===== src/imlp_pkg.sv =====
package imlp_pkg;

  localparam int unsigned CFG_AW = 3;
  localparam int unsigned CFG_DW = 32;
  localparam int unsigned NICK_W = 4;

  // result status codes
  typedef enum logic [1:0] {
    ST_INCOMPLETE = 2'd0,
    ST_COMPLETE   = 2'd1,
    ST_INVALID    = 2'd2
  } status_t;

  // token kinds
  typedef enum logic [2:0] {
    TK_NONE     = 3'd0,
    TK_PREFIX   = 3'd1,
    TK_COMMAND  = 3'd2,
    TK_PARAM    = 3'd3,
    TK_TRAILING = 3'd4
  } token_t;

  // prefix sub-part while following the nick[!user][@host] path
  typedef enum logic [1:0] {
    PART_NICK = 2'd0,
    PART_USER = 2'd1,
    PART_HOST = 2'd2
  } part_t;

  // register indexes (paddr[2])
  localparam logic REG_NICK_MAX = 1'b0;

  localparam logic [NICK_W-1:0] NICK_MAX_RST = 4'd9;
  localparam logic [NICK_W-1:0] NICK_SAT     = 4'd15;
  localparam logic [1:0]        NUM_DIGITS   = 2'd3;

  localparam logic [7:0] CH_NUL   = 8'h00;
  localparam logic [7:0] CH_LF    = 8'h0A;
  localparam logic [7:0] CH_CR    = 8'h0D;
  localparam logic [7:0] CH_SPACE = 8'h20;
  localparam logic [7:0] CH_BANG  = 8'h21;
  localparam logic [7:0] CH_DASH  = 8'h2D;
  localparam logic [7:0] CH_DOT   = 8'h2E;
  localparam logic [7:0] CH_COLON = 8'h3A;
  localparam logic [7:0] CH_AT    = 8'h40;

  function automatic logic is_alpha(input logic [7:0] c);
    return (c >= 8'h61 && c <= 8'h7A) || (c >= 8'h41 && c <= 8'h5A);
  endfunction

  function automatic logic is_num(input logic [7:0] c);
    return c >= 8'h30 && c <= 8'h39;
  endfunction

  function automatic logic is_spec(input logic [7:0] c);
    return (c >= 8'h5B && c <= 8'h60) || (c >= 8'h7B && c <= 8'h7D);
  endfunction

  function automatic logic is_prefix_ch(input logic [7:0] c);
    return is_alpha(c) || is_num(c) || is_spec(c) || c == CH_BANG || c == CH_DOT ||
           c == CH_AT || c == CH_DASH || c == CH_COLON;
  endfunction

  // any octet but NUL, LF, CR, space and colon
  function automatic logic is_pstart(input logic [7:0] c);
    return (c >= 8'h3B) || (c >= 8'h21 && c <= 8'h39) ||
           (c >= 8'h0E && c <= 8'h1F) || (c >= 8'h0B && c <= 8'h0C) ||
           (c >= 8'h01 && c <= 8'h09);
  endfunction

endpackage


===== src/irc_message_line_parser.sv =====
// Channel | Dir | Handshake            | Beat contents
// in_     | in  | in_tvalid/in_tready  | tdata: rx_byte; tuser: restart
// out_    | out | out_tvalid/out_tready| tdata: data_byte; tuser: status, kind, flags
// cfg_    | in  | APB psel/penable     | reg 0 @ 0x0: nick_max_len[3:0]
//
// One byte per cycle while in_tready is high. A result beat shows up the cycle after its input beat.
// Parse state updates on the accepting edge, so the next byte sees it at once.
// rst_n is synchronous, active low; it clears parse state and loads nick_max_len = 9.
// in_tready drops only while a result sits in the output register and out_tready is low.
module irc_message_line_parser (
  input  logic                         clk,
  input  logic                         rst_n,
  // input stream
  input  logic                         in_tvalid,
  output logic                         in_tready,
  input  logic [7:0]                   in_tdata,   // [7:0] rx_byte
  input  logic [0:0]                   in_tuser,   // [0] restart
  // result stream
  output logic                         out_tvalid,
  input  logic                         out_tready,
  output logic [7:0]                   out_tdata,  // [7:0] data_byte
  output logic [6:0]                   out_tuser,  // [1:0] status, [4:2] token_kind,
                                                   // [5] byte_in_token, [6] token_end
  // configuration
  input  logic                         cfg_psel,
  input  logic                         cfg_penable,
  input  logic                         cfg_pwrite,
  input  logic [imlp_pkg::CFG_AW-1:0]  cfg_paddr,
  input  logic [imlp_pkg::CFG_DW-1:0]  cfg_pwdata,
  output logic [imlp_pkg::CFG_DW-1:0]  cfg_prdata,
  output logic                         cfg_pready
);
  import imlp_pkg::*;

  typedef enum logic [3:0] {
    PH_START       = 4'd0,
    PH_PREFIX      = 4'd1,
    PH_CMD_ANY     = 4'd2,
    PH_CMD_NAME    = 4'd3,
    PH_CMD_NUM     = 4'd4,
    PH_PARAM_START = 4'd5,
    PH_PARAM       = 4'd6,
    PH_TRAILING    = 4'd7,
    PH_CR          = 4'd8,
    PH_DONE        = 4'd9
  } phase_t;

  // parse state
  phase_t            phase_r,      phase_nxt;
  logic [1:0]        digit_cnt_r,  digit_cnt_nxt;
  logic              srv_short_r,  srv_short_nxt;   // servername label not yet started
  logic              srv_fail_r,   srv_fail_nxt;
  part_t             part_r,       part_nxt;
  logic [NICK_W-1:0] nick_cnt_r,   nick_cnt_nxt;
  logic              user_open_r,  user_open_nxt;
  logic              user_ne_r,    user_ne_nxt;
  logic              host_open_r,  host_open_nxt;
  logic              host_short_r, host_short_nxt;
  logic              nick_fail_r,  nick_fail_nxt;
  logic              pfx_empty_r,  pfx_empty_nxt;

  logic [NICK_W-1:0] nick_max_r,   nick_max_nxt;

  // output register
  logic              out_valid_r,  out_valid_nxt;
  logic [7:0]        out_byte_r,   out_byte_nxt;
  status_t           out_st_r,     out_st_nxt;
  token_t            out_kind_r,   out_kind_nxt;
  logic              out_inb_r,    out_inb_nxt;
  logic              out_end_r,    out_end_nxt;

  logic              in_fire;
  logic              cfg_wr;
  logic [7:0]        c;
  logic              restart;

  // state seen by this byte (restart clears it first)
  phase_t            cur_phase;
  logic [1:0]        cur_digit;
  logic              cur_srv_short, cur_srv_fail;
  part_t             cur_part;
  logic [NICK_W-1:0] cur_nick;
  logic              cur_user_open, cur_user_ne, cur_host_open, cur_host_short;
  logic              cur_nick_fail, cur_pfx_empty;

  // per-byte results and next state
  status_t           st;
  token_t            kind;
  logic              inb, tend;
  logic              nick_ok, pfx_ok;

  assign in_tready  = !out_valid_r || out_tready;
  assign in_fire    = in_tvalid && in_tready;
  assign cfg_pready = 1'b1;
  assign cfg_wr     = cfg_psel && cfg_penable && cfg_pwrite && cfg_pready;
  assign cfg_prdata = (cfg_paddr[2] == REG_NICK_MAX) ?
                      {{(CFG_DW-NICK_W){1'b0}}, nick_max_r} : '0;

  assign c       = in_tdata;
  assign restart = in_tuser[0];

  assign out_tvalid = out_valid_r;
  assign out_tdata  = out_byte_r;
  assign out_tuser  = {out_end_r, out_inb_r, out_kind_r, out_st_r};

  always_comb begin
    if (restart) begin
      cur_phase      = PH_START;
      cur_digit      = '0;
      cur_srv_short  = 1'b1;
      cur_srv_fail   = 1'b0;
      cur_part       = PART_NICK;
      cur_nick       = '0;
      cur_user_open  = 1'b0;
      cur_user_ne    = 1'b0;
      cur_host_open  = 1'b0;
      cur_host_short = 1'b1;
      cur_nick_fail  = 1'b0;
      cur_pfx_empty  = 1'b1;
    end else begin
      cur_phase      = phase_r;
      cur_digit      = digit_cnt_r;
      cur_srv_short  = srv_short_r;
      cur_srv_fail   = srv_fail_r;
      cur_part       = part_r;
      cur_nick       = nick_cnt_r;
      cur_user_open  = user_open_r;
      cur_user_ne    = user_ne_r;
      cur_host_open  = host_open_r;
      cur_host_short = host_short_r;
      cur_nick_fail  = nick_fail_r;
      cur_pfx_empty  = pfx_empty_r;
    end
  end

  // prefix acceptance, evaluated on the closing space
  always_comb begin
    nick_ok = !cur_nick_fail && (cur_nick != '0) && (cur_nick <= nick_max_r);
    if (cur_user_open && !(cur_user_ne && cur_host_open)) begin
      nick_ok = 1'b0;
    end
    if (cur_host_open && cur_host_short) begin
      nick_ok = 1'b0;
    end
    if (cur_pfx_empty) begin
      pfx_ok = 1'b0;
    end else if (!cur_srv_fail && !cur_srv_short) begin
      pfx_ok = 1'b1;
    end else begin
      pfx_ok = nick_ok;
    end
  end

  always_comb begin
    phase_nxt      = cur_phase;
    digit_cnt_nxt  = cur_digit;
    srv_short_nxt  = cur_srv_short;
    srv_fail_nxt   = cur_srv_fail;
    part_nxt       = cur_part;
    nick_cnt_nxt   = cur_nick;
    user_open_nxt  = cur_user_open;
    user_ne_nxt    = cur_user_ne;
    host_open_nxt  = cur_host_open;
    host_short_nxt = cur_host_short;
    nick_fail_nxt  = cur_nick_fail;
    pfx_empty_nxt  = cur_pfx_empty;
    st   = ST_INCOMPLETE;
    kind = TK_NONE;
    inb  = 1'b0;
    tend = 1'b0;

    if (c == CH_NUL) begin
      st = ST_INVALID;
    end else begin
      case (cur_phase)
        PH_START, PH_CMD_ANY: begin
          if (c == CH_COLON && cur_phase == PH_START) begin
            phase_nxt = PH_PREFIX;
            kind      = TK_PREFIX;
          end else if (is_alpha(c)) begin
            phase_nxt = PH_CMD_NAME;
            kind      = TK_COMMAND;
            inb       = 1'b1;
          end else if (is_num(c)) begin
            phase_nxt     = PH_CMD_NUM;
            digit_cnt_nxt = 2'd1;
            kind          = TK_COMMAND;
            inb           = 1'b1;
          end else begin
            st = ST_INVALID;
          end
        end
        PH_PREFIX: begin
          if (is_prefix_ch(c)) begin
            kind          = TK_PREFIX;
            inb           = 1'b1;
            pfx_empty_nxt = 1'b0;
            // servername path
            if (c == CH_BANG || c == CH_AT) begin
              srv_fail_nxt = 1'b1;
            end else if (is_alpha(c) || is_num(c) || (!cur_srv_short && c == CH_DASH)) begin
              srv_short_nxt = 1'b0;
            end else if (c == CH_DOT && !cur_srv_short) begin
              srv_short_nxt = 1'b1;
            end else begin
              srv_fail_nxt = 1'b1;
            end
            // nick[!user][@host] path
            case (cur_part)
              PART_NICK: begin
                if (is_alpha(c) || is_spec(c) ||
                    ((is_num(c) || c == CH_DASH) && cur_nick != '0)) begin
                  if (cur_nick == NICK_SAT) begin
                    nick_fail_nxt = 1'b1;
                  end else begin
                    nick_cnt_nxt = cur_nick + 1'b1;
                  end
                end else if (c == CH_BANG) begin
                  part_nxt      = PART_USER;
                  user_open_nxt = 1'b1;
                end else if (c == CH_AT) begin
                  part_nxt      = PART_HOST;
                  host_open_nxt = 1'b1;
                end else begin
                  nick_fail_nxt = 1'b1;
                end
              end
              PART_USER: begin
                if (c == CH_AT) begin
                  part_nxt      = PART_HOST;
                  host_open_nxt = 1'b1;
                end else begin
                  user_ne_nxt = 1'b1;
                end
              end
              default: begin
                if (is_alpha(c) || is_num(c)) begin
                  host_short_nxt = 1'b0;
                end else if (c == CH_DASH && !cur_host_short) begin
                  host_short_nxt = cur_host_short;
                end else if (c == CH_DOT && !cur_host_short) begin
                  host_short_nxt = 1'b1;
                end else begin
                  nick_fail_nxt = 1'b1;
                end
              end
            endcase
          end else if (c == CH_SPACE && pfx_ok) begin
            phase_nxt = PH_CMD_ANY;
            kind      = TK_PREFIX;
            tend      = 1'b1;
          end else begin
            st = ST_INVALID;
          end
        end
        PH_CMD_NAME: begin
          if (is_alpha(c)) begin
            kind = TK_COMMAND;
            inb  = 1'b1;
          end else if (c == CH_SPACE || c == CH_CR) begin
            phase_nxt = (c == CH_SPACE) ? PH_PARAM_START : PH_CR;
            kind      = TK_COMMAND;
            tend      = 1'b1;
          end else begin
            st = ST_INVALID;
          end
        end
        PH_CMD_NUM: begin
          if ((c == CH_SPACE || c == CH_CR) && cur_digit == NUM_DIGITS) begin
            phase_nxt = (c == CH_SPACE) ? PH_PARAM_START : PH_CR;
            kind      = TK_COMMAND;
            tend      = 1'b1;
          end else if (is_num(c) && cur_digit < NUM_DIGITS) begin
            digit_cnt_nxt = cur_digit + 1'b1;
            kind          = TK_COMMAND;
            inb           = 1'b1;
          end else begin
            st = ST_INVALID;
          end
        end
        PH_PARAM_START: begin
          // LF and space are skipped here
          if (c == CH_COLON) begin
            phase_nxt = PH_TRAILING;
            kind      = TK_TRAILING;
          end else if (c == CH_CR) begin
            phase_nxt = PH_CR;
          end else if (is_pstart(c)) begin
            phase_nxt = PH_PARAM;
            kind      = TK_PARAM;
            inb       = 1'b1;
          end
        end
        PH_PARAM: begin
          if (c == CH_SPACE || c == CH_CR) begin
            phase_nxt = (c == CH_SPACE) ? PH_PARAM_START : PH_CR;
            kind      = TK_PARAM;
            tend      = 1'b1;
          end else if (is_pstart(c) || c == CH_COLON) begin
            kind = TK_PARAM;
            inb  = 1'b1;
          end else begin
            st = ST_INVALID;
          end
        end
        PH_TRAILING: begin
          if (c == CH_CR) begin
            phase_nxt = PH_CR;
            kind      = TK_TRAILING;
            tend      = 1'b1;
          end else if (is_pstart(c) || c == CH_COLON || c == CH_SPACE) begin
            kind = TK_TRAILING;
            inb  = 1'b1;
          end else begin
            st = ST_INVALID;
          end
        end
        PH_CR: begin
          if (c == CH_LF) begin
            phase_nxt = PH_DONE;
            st        = ST_COMPLETE;
          end else begin
            st = ST_INVALID;
          end
        end
        PH_DONE: begin
          st = ST_COMPLETE;
        end
        default: begin
          st = ST_INVALID;
        end
      endcase
    end

    if (st == ST_INVALID) begin
      kind = TK_NONE;
      inb  = 1'b0;
      tend = 1'b0;
    end
  end

  // register inputs of the output stage and the config register
  always_comb begin
    out_valid_nxt = out_valid_r;
    if (in_fire) begin
      out_valid_nxt = 1'b1;
    end else if (out_tready) begin
      out_valid_nxt = 1'b0;
    end
    out_byte_nxt = in_fire ? c    : out_byte_r;
    out_st_nxt   = in_fire ? st   : out_st_r;
    out_kind_nxt = in_fire ? kind : out_kind_r;
    out_inb_nxt  = in_fire ? inb  : out_inb_r;
    out_end_nxt  = in_fire ? tend : out_end_r;
    nick_max_nxt = nick_max_r;
    if (cfg_wr && cfg_paddr[2] == REG_NICK_MAX) begin
      nick_max_nxt = cfg_pwdata[NICK_W-1:0];
    end
  end

  always_ff @(posedge clk) begin
    // payload, no reset
    out_byte_r <= out_byte_nxt;
    out_st_r   <= out_st_nxt;
    out_kind_r <= out_kind_nxt;
    out_inb_r  <= out_inb_nxt;
    out_end_r  <= out_end_nxt;
    if (!rst_n) begin
      phase_r      <= PH_START;
      digit_cnt_r  <= '0;
      srv_short_r  <= 1'b1;
      srv_fail_r   <= 1'b0;
      part_r       <= PART_NICK;
      nick_cnt_r   <= '0;
      user_open_r  <= 1'b0;
      user_ne_r    <= 1'b0;
      host_open_r  <= 1'b0;
      host_short_r <= 1'b1;
      nick_fail_r  <= 1'b0;
      pfx_empty_r  <= 1'b1;
      nick_max_r   <= NICK_MAX_RST;
      out_valid_r  <= 1'b0;
    end else begin
      // rejected bytes leave the parse state as it was (restart still applies)
      if (in_fire) begin
        phase_r      <= phase_nxt;
        digit_cnt_r  <= digit_cnt_nxt;
        srv_short_r  <= srv_short_nxt;
        srv_fail_r   <= srv_fail_nxt;
        part_r       <= part_nxt;
        nick_cnt_r   <= nick_cnt_nxt;
        user_open_r  <= user_open_nxt;
        user_ne_r    <= user_ne_nxt;
        host_open_r  <= host_open_nxt;
        host_short_r <= host_short_nxt;
        nick_fail_r  <= nick_fail_nxt;
        pfx_empty_r  <= pfx_empty_nxt;
      end
      nick_max_r  <= nick_max_nxt;
      out_valid_r <= out_valid_nxt;
    end
  end

  // NUL beat always comes back invalid
  a_nul_invalid: assert property (@(posedge clk) disable iff (!rst_n)
    (in_fire && c == CH_NUL) |=> (out_st_r == ST_INVALID))
    else $error("NUL byte not reported invalid");

  // once the line is done, any non-NUL byte without restart answers complete
  a_done_sticky: assert property (@(posedge clk) disable iff (!rst_n)
    (in_fire && !restart && phase_r == PH_DONE && c != CH_NUL)
      |=> (out_st_r == ST_COMPLETE))
    else $error("complete did not hold until restart");

  // an invalid byte without restart leaves the phase untouched
  a_invalid_keeps_phase: assert property (@(posedge clk) disable iff (!rst_n)
    (in_fire && !restart && st == ST_INVALID) |=> (phase_r == $past(phase_r)))
    else $error("invalid byte changed parse phase");

  // a token end is a delimiter, never token content
  a_end_not_content: assert property (@(posedge clk) disable iff (!rst_n)
    (out_valid_r && out_end_r) |-> (!out_inb_r && out_kind_r != TK_NONE))
    else $error("token end flagged on content byte");

endmodule

===== config.mk =====
export PLATFORM = sky130hd
export DESIGN_NAME = irc_message_line_parser
export DESIGN_NICKNAME = d
export VERILOG_FILES = /design/src/imlp_pkg.sv /design/src/irc_message_line_parser.sv
export SDC_FILE = /design/constraint.sdc
export NUM_CORES = 1
export LEC_CHECK = 0
export ABC_CLOCK_PERIOD_IN_PS = 7650
export BUFFER_PORTS_ARGS = -buffer_cell sky130_fd_sc_hd__buf_2
export CORE_MARGIN = 2
export CORE_UTILIZATION = 56
export CTS_CLUSTER_DIAMETER = 200
export DETAILED_ROUTE_END_ITERATION = 10
export GPL_TIMING_DRIVEN = 0
export PLACE_DENSITY_LB_ADDON = 0.25
export SLEW_MARGIN = 20
export SYNTH_ARGS = -nofsm -noshare
export SYNTH_HDL_FRONTEND = slang
export SYNTH_SLANG_ARGS = --single-unit

===== constraint.sdc =====
create_clock -name clk -period 7.65 [get_ports clk]
set_input_delay 1.1475 -clock clk [delete_from_list [all_inputs] [get_ports clk]]
set_output_delay 1.1475 -clock clk [all_outputs]
set_load 0.01 [all_outputs]

[Word level (Yosys, flattened, before mapping)]
Index checks and enable logic that the tools add are counted.
Storage, ports and cells
  register bits: 40
  bits in latches: 0
  memory bits (writable): 0
  ROM bits: 0
  input bits: 51
  output and inout bits: 50
  memories kept: 0
Cells by class
  add/sub/neg operators: 2
  multiply operators: 0
  div/mod/pow operators: 0
  $lt $le $gt $ge: 20
  equal/unequal tests: 21
  shift-type cells: 0
  mux-type cells: 161
  bitwise logic cells: 1
  reductions and logical operators: 64
Operator list (count)
  4-bit 2-to-1 mux: 24
  1-bit 2-to-1 mux: 85
  2-bit 2-to-1 mux: 40
  8-bit by 6-bit equality test with 1-bit output, second input constant: 5
  8-bit by 7-bit >= comparator with 1-bit output, second input constant: 4
  8-bit by 7-bit less-or-equal comparator with 1-bit output, second input constant: 4
  4-bit one-hot mux with 8 select lines: 1
  1-bit logical AND: 28
  8-bit by 6-bit >= comparator with 1-bit output, second input constant: 3
  1-bit logical OR: 22
  3-bit one-hot mux with 7 select lines: 1
  2-bit one-hot mux with 9 select lines: 1
  4-bit by 3-bit equality test with 1-bit output, second input constant: 4
  8-bit by 4-bit equality test with 1-bit output, second input constant: 2
  8-bit by 4-bit >= comparator with 1-bit output, second input constant: 2
  8-bit by 4-bit less-or-equal comparator with 1-bit output, second input constant: 2
  4-bit equality test, second input constant: 3
  3-bit 2-to-1 mux: 3
  4-bit by 2-bit equality test with 1-bit output, second input constant: 2
  8-bit by 7-bit equality test with 1-bit output, second input constant: 1
  8-bit by 1-bit >= comparator with 1-bit output, second input constant: 1
  8-bit by 5-bit less-or-equal comparator with 1-bit output, second input constant: 1
  8-bit by 6-bit less-or-equal comparator with 1-bit output, second input constant: 1
  8-bit logical NOT: 1
  other kinds (18): 28

[Depth between registers and ports, before layout]
Gate-level depths: netlist of run 1.
  depth after elaboration: 15
  depth in mapped cells: 11
  gate-level depth less buffers: 9

[Worst setup path before layout of run 1]
No wires, ideal clock.
  kind: in2reg
  start point: input in_tuser
  end point: register phase_r[0]
  setup time: 131 ps
  arrival time: 3338 ps
  data required time: 7519 ps
  setup slack: 4181 ps
  stages on the path: 11
  buffers on the path: 3
  cells stage by stage: clkbuf_1 -> clkbuf_1 -> clkbuf_1 -> nor2b_1 -> ha_1 -> and4b_1 -> a211oi_1 -> o221ai_1 -> nor2b_1 -> o311ai_0 -> o21ai_1
On the way
  cells in the longest elaborated chain, start to end: 13
  elaborated cells on any way between the ends: 56
  classes of those cells: 1 x order compare; 9 x eq/ne; 30 x mux; 16 x reduce/logical
RTL lines
  start, declared: line irc_message_line_parser.sv:17  | input logic [0:0] in_tuser,
  parallel branches: the longest is 12 deep, another holds 4-bit less-or-equal comparator
  4-bit 2-to-1 mux (*): line irc_message_line_parser.sv:172  | if (c == CH_NUL) begin
  end signal, assigned: line irc_message_line_parser.sv:386  | phase_r <= phase_nxt;
  end, declared: line irc_message_line_parser.sv:49  | phase_t phase_r, phase_nxt;
Every way passes the cells marked *.
A chain may end at the register's enable or synchronous reset.

[Worst setup path in the final report of run 1]
  start point: input in_tuser
  end point: register out_st_r[1], data pin
On the way
  cells in the longest elaborated chain, start to end: 13
  elaborated cells on any way between the ends: 51
  classes of those cells: 2 x order compare; 10 x eq/ne; 22 x mux; 17 x reduce/logical
RTL lines
  parallel branches: the longest is 11 deep, another holds 4-bit less-or-equal comparator
  2-bit one-hot mux with 9 select lines (*): line irc_message_line_parser.sv:175  | case (cur_phase)
  2-bit 2-to-1 mux (*): line irc_message_line_parser.sv:172
  net st[1]: line irc_message_line_parser.sv:87  | status_t st;
  end signal, assigned: line irc_message_line_parser.sv:364  | out_st_r <= out_st_nxt;
  end, declared: line irc_message_line_parser.sv:67  | status_t out_st_r, out_st_nxt;
Mark *: on every way through the listed nets, which the timed path passes.

==> results of run 1 <==
-- worst max-delay path: stages --
cell and delay [ps]:
clkbuf_1 300, clkbuf_1 430, clkbuf_1 470, nor2b_1 140
ha_1 340, and4b_1 190, a211oi_1 50, o221ai_1 320
nor3b_1 360, nand3_1 190, o211ai_1 150
-- placed cells by master (no fill, tap or decap), drive strengths merged, types with 9 or more instances in the layout --
cell type   n
conb       29
clkbuf     23
edfxtp     15
nor2b       9
o21ai      30
a21oi      22
inv        16
nand3      12
nor3       14
nor2       30
nand2      42
buf        72
dfxtp      25
-- flip-flops by register name, summed over array words and instances (netlist names) --
register and flops:
user_open_r 1, out_inb_r 1, out_tdata 8, srv_fail_r 1
out_st_r 2, host_open_r 1, nick_cnt_r 4, user_ne_r 1
part_r 2, pfx_empty_r 1, host_short_r 1, out_end_r 1
out_kind_r 3, srv_short_r 1, nick_max_r 4, digit_cnt_r 2
nick_fail_r 1, out_tvalid 1, phase_r 4
-- through the flow --
| step | worst slack, ps | utilization | power, W | cell area, um^2 | instances |
|---|---|---|---|---|---|
| 4_1_cts | 3800 | 0.660 | 0.000474 | 3570 | 539 |
| 5_1_grt | 3430 | 0.660 | 0.000493 | 3570 | 539 |
| 3_3_place_gp | 3480 | 0.644 | 0.000330 | 3480 | 531 |
| 3_5_place_dp | 3470 | 0.644 | 0.000331 | 3480 | 531 |
| 6_report | 3710 | 0.660 | 0.000477 | 3570 | 539 |
| 2_1_floorplan | 4180 | - | 0.000304 | 3200 | 420 |
-- worst max-delay path by stage --
stage | cells past startpoint | end | startpoint | slack, ps
2_1_floorplan | 11 | phase_r[0] | in_tuser | 4180
3_3_place_gp | 11 | out_st_r[1] | in_tuser | 3480
3_5_place_dp | 11 | phase_r[0] | in_tuser | 3470
4_1_cts | 11 | phase_r[0] | in_tuser | 3800
5_1_grt | 11 | phase_r[0] | in_tuser | 3430
6_report | 11 | out_st_r[1] | in_tuser | 3710
-- layer usage --
| layer | GRT usage | vias to the layer above |
|---|---|---|
| li1 | - | 1533 |
| met4 | 0.114 | 0 |
| met3 | 0.0506 | 21 |
| met1 | 0.385 | 1467 |
| met2 | 0.474 | 201 |
| met5 | 0 | - |
-- layout make-up --
class / instances / area share
clock inverters: 3 / 0.00526
clock buffers: 5 / 0.0193
multi-input cells: 313 / 0.522
flip-flops and latches: 40 / 0.266
well taps: 72 / 0.0252
inverters: 16 / 0.0168
repair buffers: 39 / 0.0547
plain buffers: 51 / 0.0908
-- power breakdown --
part	switching (W)	internal, W	total, W	leakage (nW)
Sequential	0.00000362	0.000229	0.000232	0.350
Clock	0.0000855	0.0000631	0.000149	0.0378
Combinational	0.0000589	0.0000371	0.0000960	1.16
-- cells by family (layout without fill, tap and decap cells) --
logic type                 count (synthesis)  after routing  share of synthesized area
AOI/OAI and AO/OA                        109            109                      0.238
muxes                                      3              3                    0.00971
and+or+nand+nor                          164            164                      0.288
DFF                                       40             40                      0.307
buffers and inverters                     67            114                      0.124
other                                      2             29                    0.00243
adders and majority gates                  7              7                     0.0283
xor gates and xnor gates                   1              1                    0.00283
==> results_dict.tcl, run 1 <==
set metrics [dict create \
    power_density_nw_per_um2 134 \
    dr_wl_met2_um 4000 \
    cts_tree "done" \
    ys_types 69 \
    root_buffer "clkbuf_8" \
    holdBufCountCts 0 \
    drcViolationCount 0 \
    grt_antenna_before_repair 0 \
    holdPathEnd "digit_cnt_r[0]" \
    synth-edff-count 15 \
    ctsResizeCount 0 \
    clockBufferDepth 2 \
    ant_nets 0 \
    p_leak_nw 1.55 \
    reg2reg_depth 8 \
    dp_hpwl_um 6380 \
    critPathKind "in -> reg" \
    synth.cell_area_um2 3090 \
    status "complete, no violations" \
    netlist_top_cells_area "dfxtp_1, edfxtp_1, buf_4, nand2_1, o21ai_0" \
    fin_hold_ws_ps 460 \
    grt_pass1_wl_um 14200 \
    hold_viol 0 \
    syn_avg_cell_area_um2 7.87 \
    drt_first_pass_iters 5 \
    worstMarginPinSlew_ps 923 \
    cap_violations 0 \
    initial_core_util 0.572 \
    grt.overflow.total 0 \
    timing.final.crit_share 0.515 \
    yosysMostFrequentCell "nand2_1" \
    endpoint_kind "flop" \
    die_x_um 78.3 \
    path_max_fanout 10 \
    synth_cells 393 \
    skew_ps 8.19 \
    wl_per_cell_um 16.2 \
    synth_commonest_cells "nand2_1, buf_4, nor2_1" \
    synthToLayoutAreaGrowth_pct 15.4 \
    clk_pin_slew_ps 90 \
    die_h_um 78.3 \
    fp-row-count 27 \
    critPathArrivalTime_ps 4080 \
    drt-initial-drc-count 350 \
    seq_area_um2 951 \
    r2r_slack_ps 5170 \
    synthArstFlopShare 0 \
    ys_ff_latch 40 \
    io_buffers 39 \
    grt_max_degree 25 \
    viasPerCell 5.98 \
    core_area_um2 5410 \
    synth_seq_area_share 0.307 \
    vias 3222 \
    io_pins 101 \
    worstHoldPathCells 2 \
    routabilityCongestion 0.942 \
    wl_met1_um 3600 \
    die-area_um2 6140 \
    slew_headroom 0.377 \
    diodes 0 \
    hold_path_class "reg -> reg" \
    r2r-end "out_st_r[1]" \
    num-nets-final 524 \
    yosys_warnings 0 \
    postCtsSetupBuffers 0 \
    cts_made_buffers 5 \
    setup_tns_ps 0 \
    start_kind "input pin" \
    htree_levels 2 \
    fin_crit_ps 3940 \
    multi_input_area_um2 1860 \
    irDropWorstVdd_v 0.0000822 \
    yosys_most_used_dff "dfxtp_1" \
    synth_top_area_frac 0.162 \
    drive_gt1_frac 0.199 \
    dr.max_layer_used "met4" \
    track_usage 0.291 \
    maxSlewViolCount 0 \
    cts_sinks 40 \
    fillers 503 \
    drt_wl_total_um 8740 \
    setup_viol 0 \
    worstPathRequired_ps 7790 \
    rsz0062_at_grt "no" \
    synth_top_cell_by_area "dfxtp_1" \
    first_global_vias 2974 \
    reg2reg_from "nick_cnt_r[2]" \
    fmax_ghz 0.254 \
    wl_met3_um 956 \
    hp-start "digit_cnt_r[0]" \
    insertion_delay_ps 310 \
]
Note: power is estimated with default switching activity, not from simulation.
==> run 2: changes to the inputs <==
--- a/config.mk
+++ b/config.mk
@@ -5,10 +5,10 @@
 export SDC_FILE = /design/constraint.sdc
 export NUM_CORES = 1
 export LEC_CHECK = 0
-export ABC_CLOCK_PERIOD_IN_PS = 7650
+export ABC_CLOCK_PERIOD_IN_PS = 3800
 export BUFFER_PORTS_ARGS = -buffer_cell sky130_fd_sc_hd__buf_2
 export CORE_MARGIN = 2
-export CORE_UTILIZATION = 56
+export CORE_UTILIZATION = 52
 export CTS_CLUSTER_DIAMETER = 200
 export DETAILED_ROUTE_END_ITERATION = 10
 export GPL_TIMING_DRIVEN = 0
==> constraint.sdc (replaced) <==
create_clock -name clk -period 3.8 [get_ports clk]
set_input_delay 0.57 -clock clk [delete_from_list [all_inputs] [get_ports clk]]
set_output_delay 0.57 -clock clk [all_outputs]
set_load 0.01 [all_outputs]
==> results_dict.tcl, run 2 (synthesized netlist as in run 1, its figures left out) <==
set metrics [dict create \
    core_area_um2 5850 \
    synthToLayoutAreaGrowth_pct 15.8 \
    clk_pin_slew_ps 80 \
    final_common_cell "nand2_1" \
    worstMarginPinSlew_ps 823 \
    drt-initial-drc-count 319 \
    final_cell_mix "nand2_1, buf_2, buf_4" \
    fp-row-count 28 \
    num-nets-final 524 \
    setup_tns_ps 0 \
    initial_core_util 0.529 \
    fin_hold_ws_ps 450 \
    skew_ps 11.6 \
    vias 3218 \
    hold_viol 0 \
    critPathKind "in -> reg" \
    insertion_delay_ps 310 \
    p_leak_nw 1.56 \
    largest_register_ffs 8 \
    maxSlewViolCount 0 \
    grt.overflow.total 0 \
    slew_headroom 0.444 \
    cts_sinks 40 \
    fmax_ghz 0.285 \
    wl_per_cell_um 16.2 \
    die_x_um 81.1 \
    viasPerCell 5.94 \
    ant_nets 0 \
    postCtsSetupBuffers 0 \
    ctsResizeCount 0 \
    power_density_nw_per_um2 273 \
    timing.final.crit_share 0.922 \
    track_usage 0.287 \
    drt_wl_total_um 8780 \
    io_pins 101 \
    drive_gt1_frac 0.201 \
    fillers 531 \
    die-area_um2 6580 \
    cts_tree "done" \
    endpoint_kind "flop" \
    holdBufCountCts 0 \
    diodes 0 \
    grt_max_degree 25 \
    status "complete, no violations" \
    path_max_fanout 10 \
    first_global_vias 2984 \
    hold_path_class "reg -> reg" \
    root_buffer "clkbuf_8" \
    fin_crit_ps 3500 \
    setup_viol 0 \
    rsz0062_at_grt "no" \
    routabilityCongestion 0.971 \
    dp_hpwl_um 6450 \
    io_buffers 39 \
    worstPathRequired_ps 3940 \
    drt_first_pass_iters 5 \
    critPathArrivalTime_ps 3650 \
    grt_antenna_before_repair 0 \
    clockBufferDepth 2 \
    start_kind "input pin" \
    grt_pass1_wl_um 14500 \
    drcViolationCount 0 \
    cap_violations 0 \
    cts_made_buffers 5 \
    htree_levels 2 \
    die_h_um 81.1 \
    irDropWorstVdd_v 0.000188 \
]
[run 2: area by class of cell]
cell class | count | area [um^2] | share of cell area
Buffer | 51 | 324 | 0.0905
Timing Repair Buffer | 39 | 195 | 0.0545
Multi-Input combinational cell | 313 | 1860 | 0.520
Clock buffer | 6 | 82.6 | 0.0231
Clock inverter | 2 | 13.8 | 0.00384
Tap cell | 75 | 93.8 | 0.0262
Sequential cell | 40 | 951 | 0.265
Inverter | 16 | 60.1 | 0.0168
[run 2: worst max-delay path, cell delays in order]
cell and delay (ps):
clkbuf_1 340, clkbuf_1 470, clkbuf_1 490, nor2b_1 150, ha_1 340, and4b_1 190, a211oi_1 50, o221ai_1 350
nor3b_1 390, nand3_1 180, o211ai_1 120
[run 2: per-stage QoR]
stage / total power (W) / setup slack (ps) / cell area [um^2] / instances / utilization
floorplan: 0.000611 / 909 / 3200 / 420 / -
global placement: 0.000664 / 75.9 / 3480 / 534 / 0.596
detailed placement: 0.000666 / 104 / 3490 / 534 / 0.596
CTS: 0.000979 / 417 / 3580 / 542 / 0.612
global route: 0.00102 / 50.1 / 3580 / 542 / 0.612
finish: 0.000978 / 295 / 3580 / 542 / 0.612
[run 2: power by group]
part / leakage, nW / total [W] / switching [W] / internal (W)
Combinational: 1.16 / 0.000194 / 0.000119 / 0.0000747
Clock: 0.0477 / 0.000317 / 0.000169 / 0.000148
Sequential: 0.350 / 0.000468 / 0.00000687 / 0.000461
[run 2: path summary, 6_finish.rpt]
| check | startpoint | to | slack (ps) | cells after the start |
|---|---|---|---|---|
| min reg2reg | digit_cnt_r[0] | digit_cnt_r[0] | 450 | 2 |
| max reg2reg | phase_r[0] | host_open_r | 1330 | 6 |
| min | digit_cnt_r[0] | digit_cnt_r[0] | 450 | 2 |
| max | in_tuser | out_st_r[1] | 300 | 11 |
[run 2: metal layers]
layer / global-route usage / up-vias / wire [um]
li1: - / 1527 / -
met1: 0.370 / 1464 / 3670
met2: 0.448 / 199 / 3980
met3: 0.0611 / 28 / 916
met4: 0.153 / 0 / 222
met5: 0 / - / 0
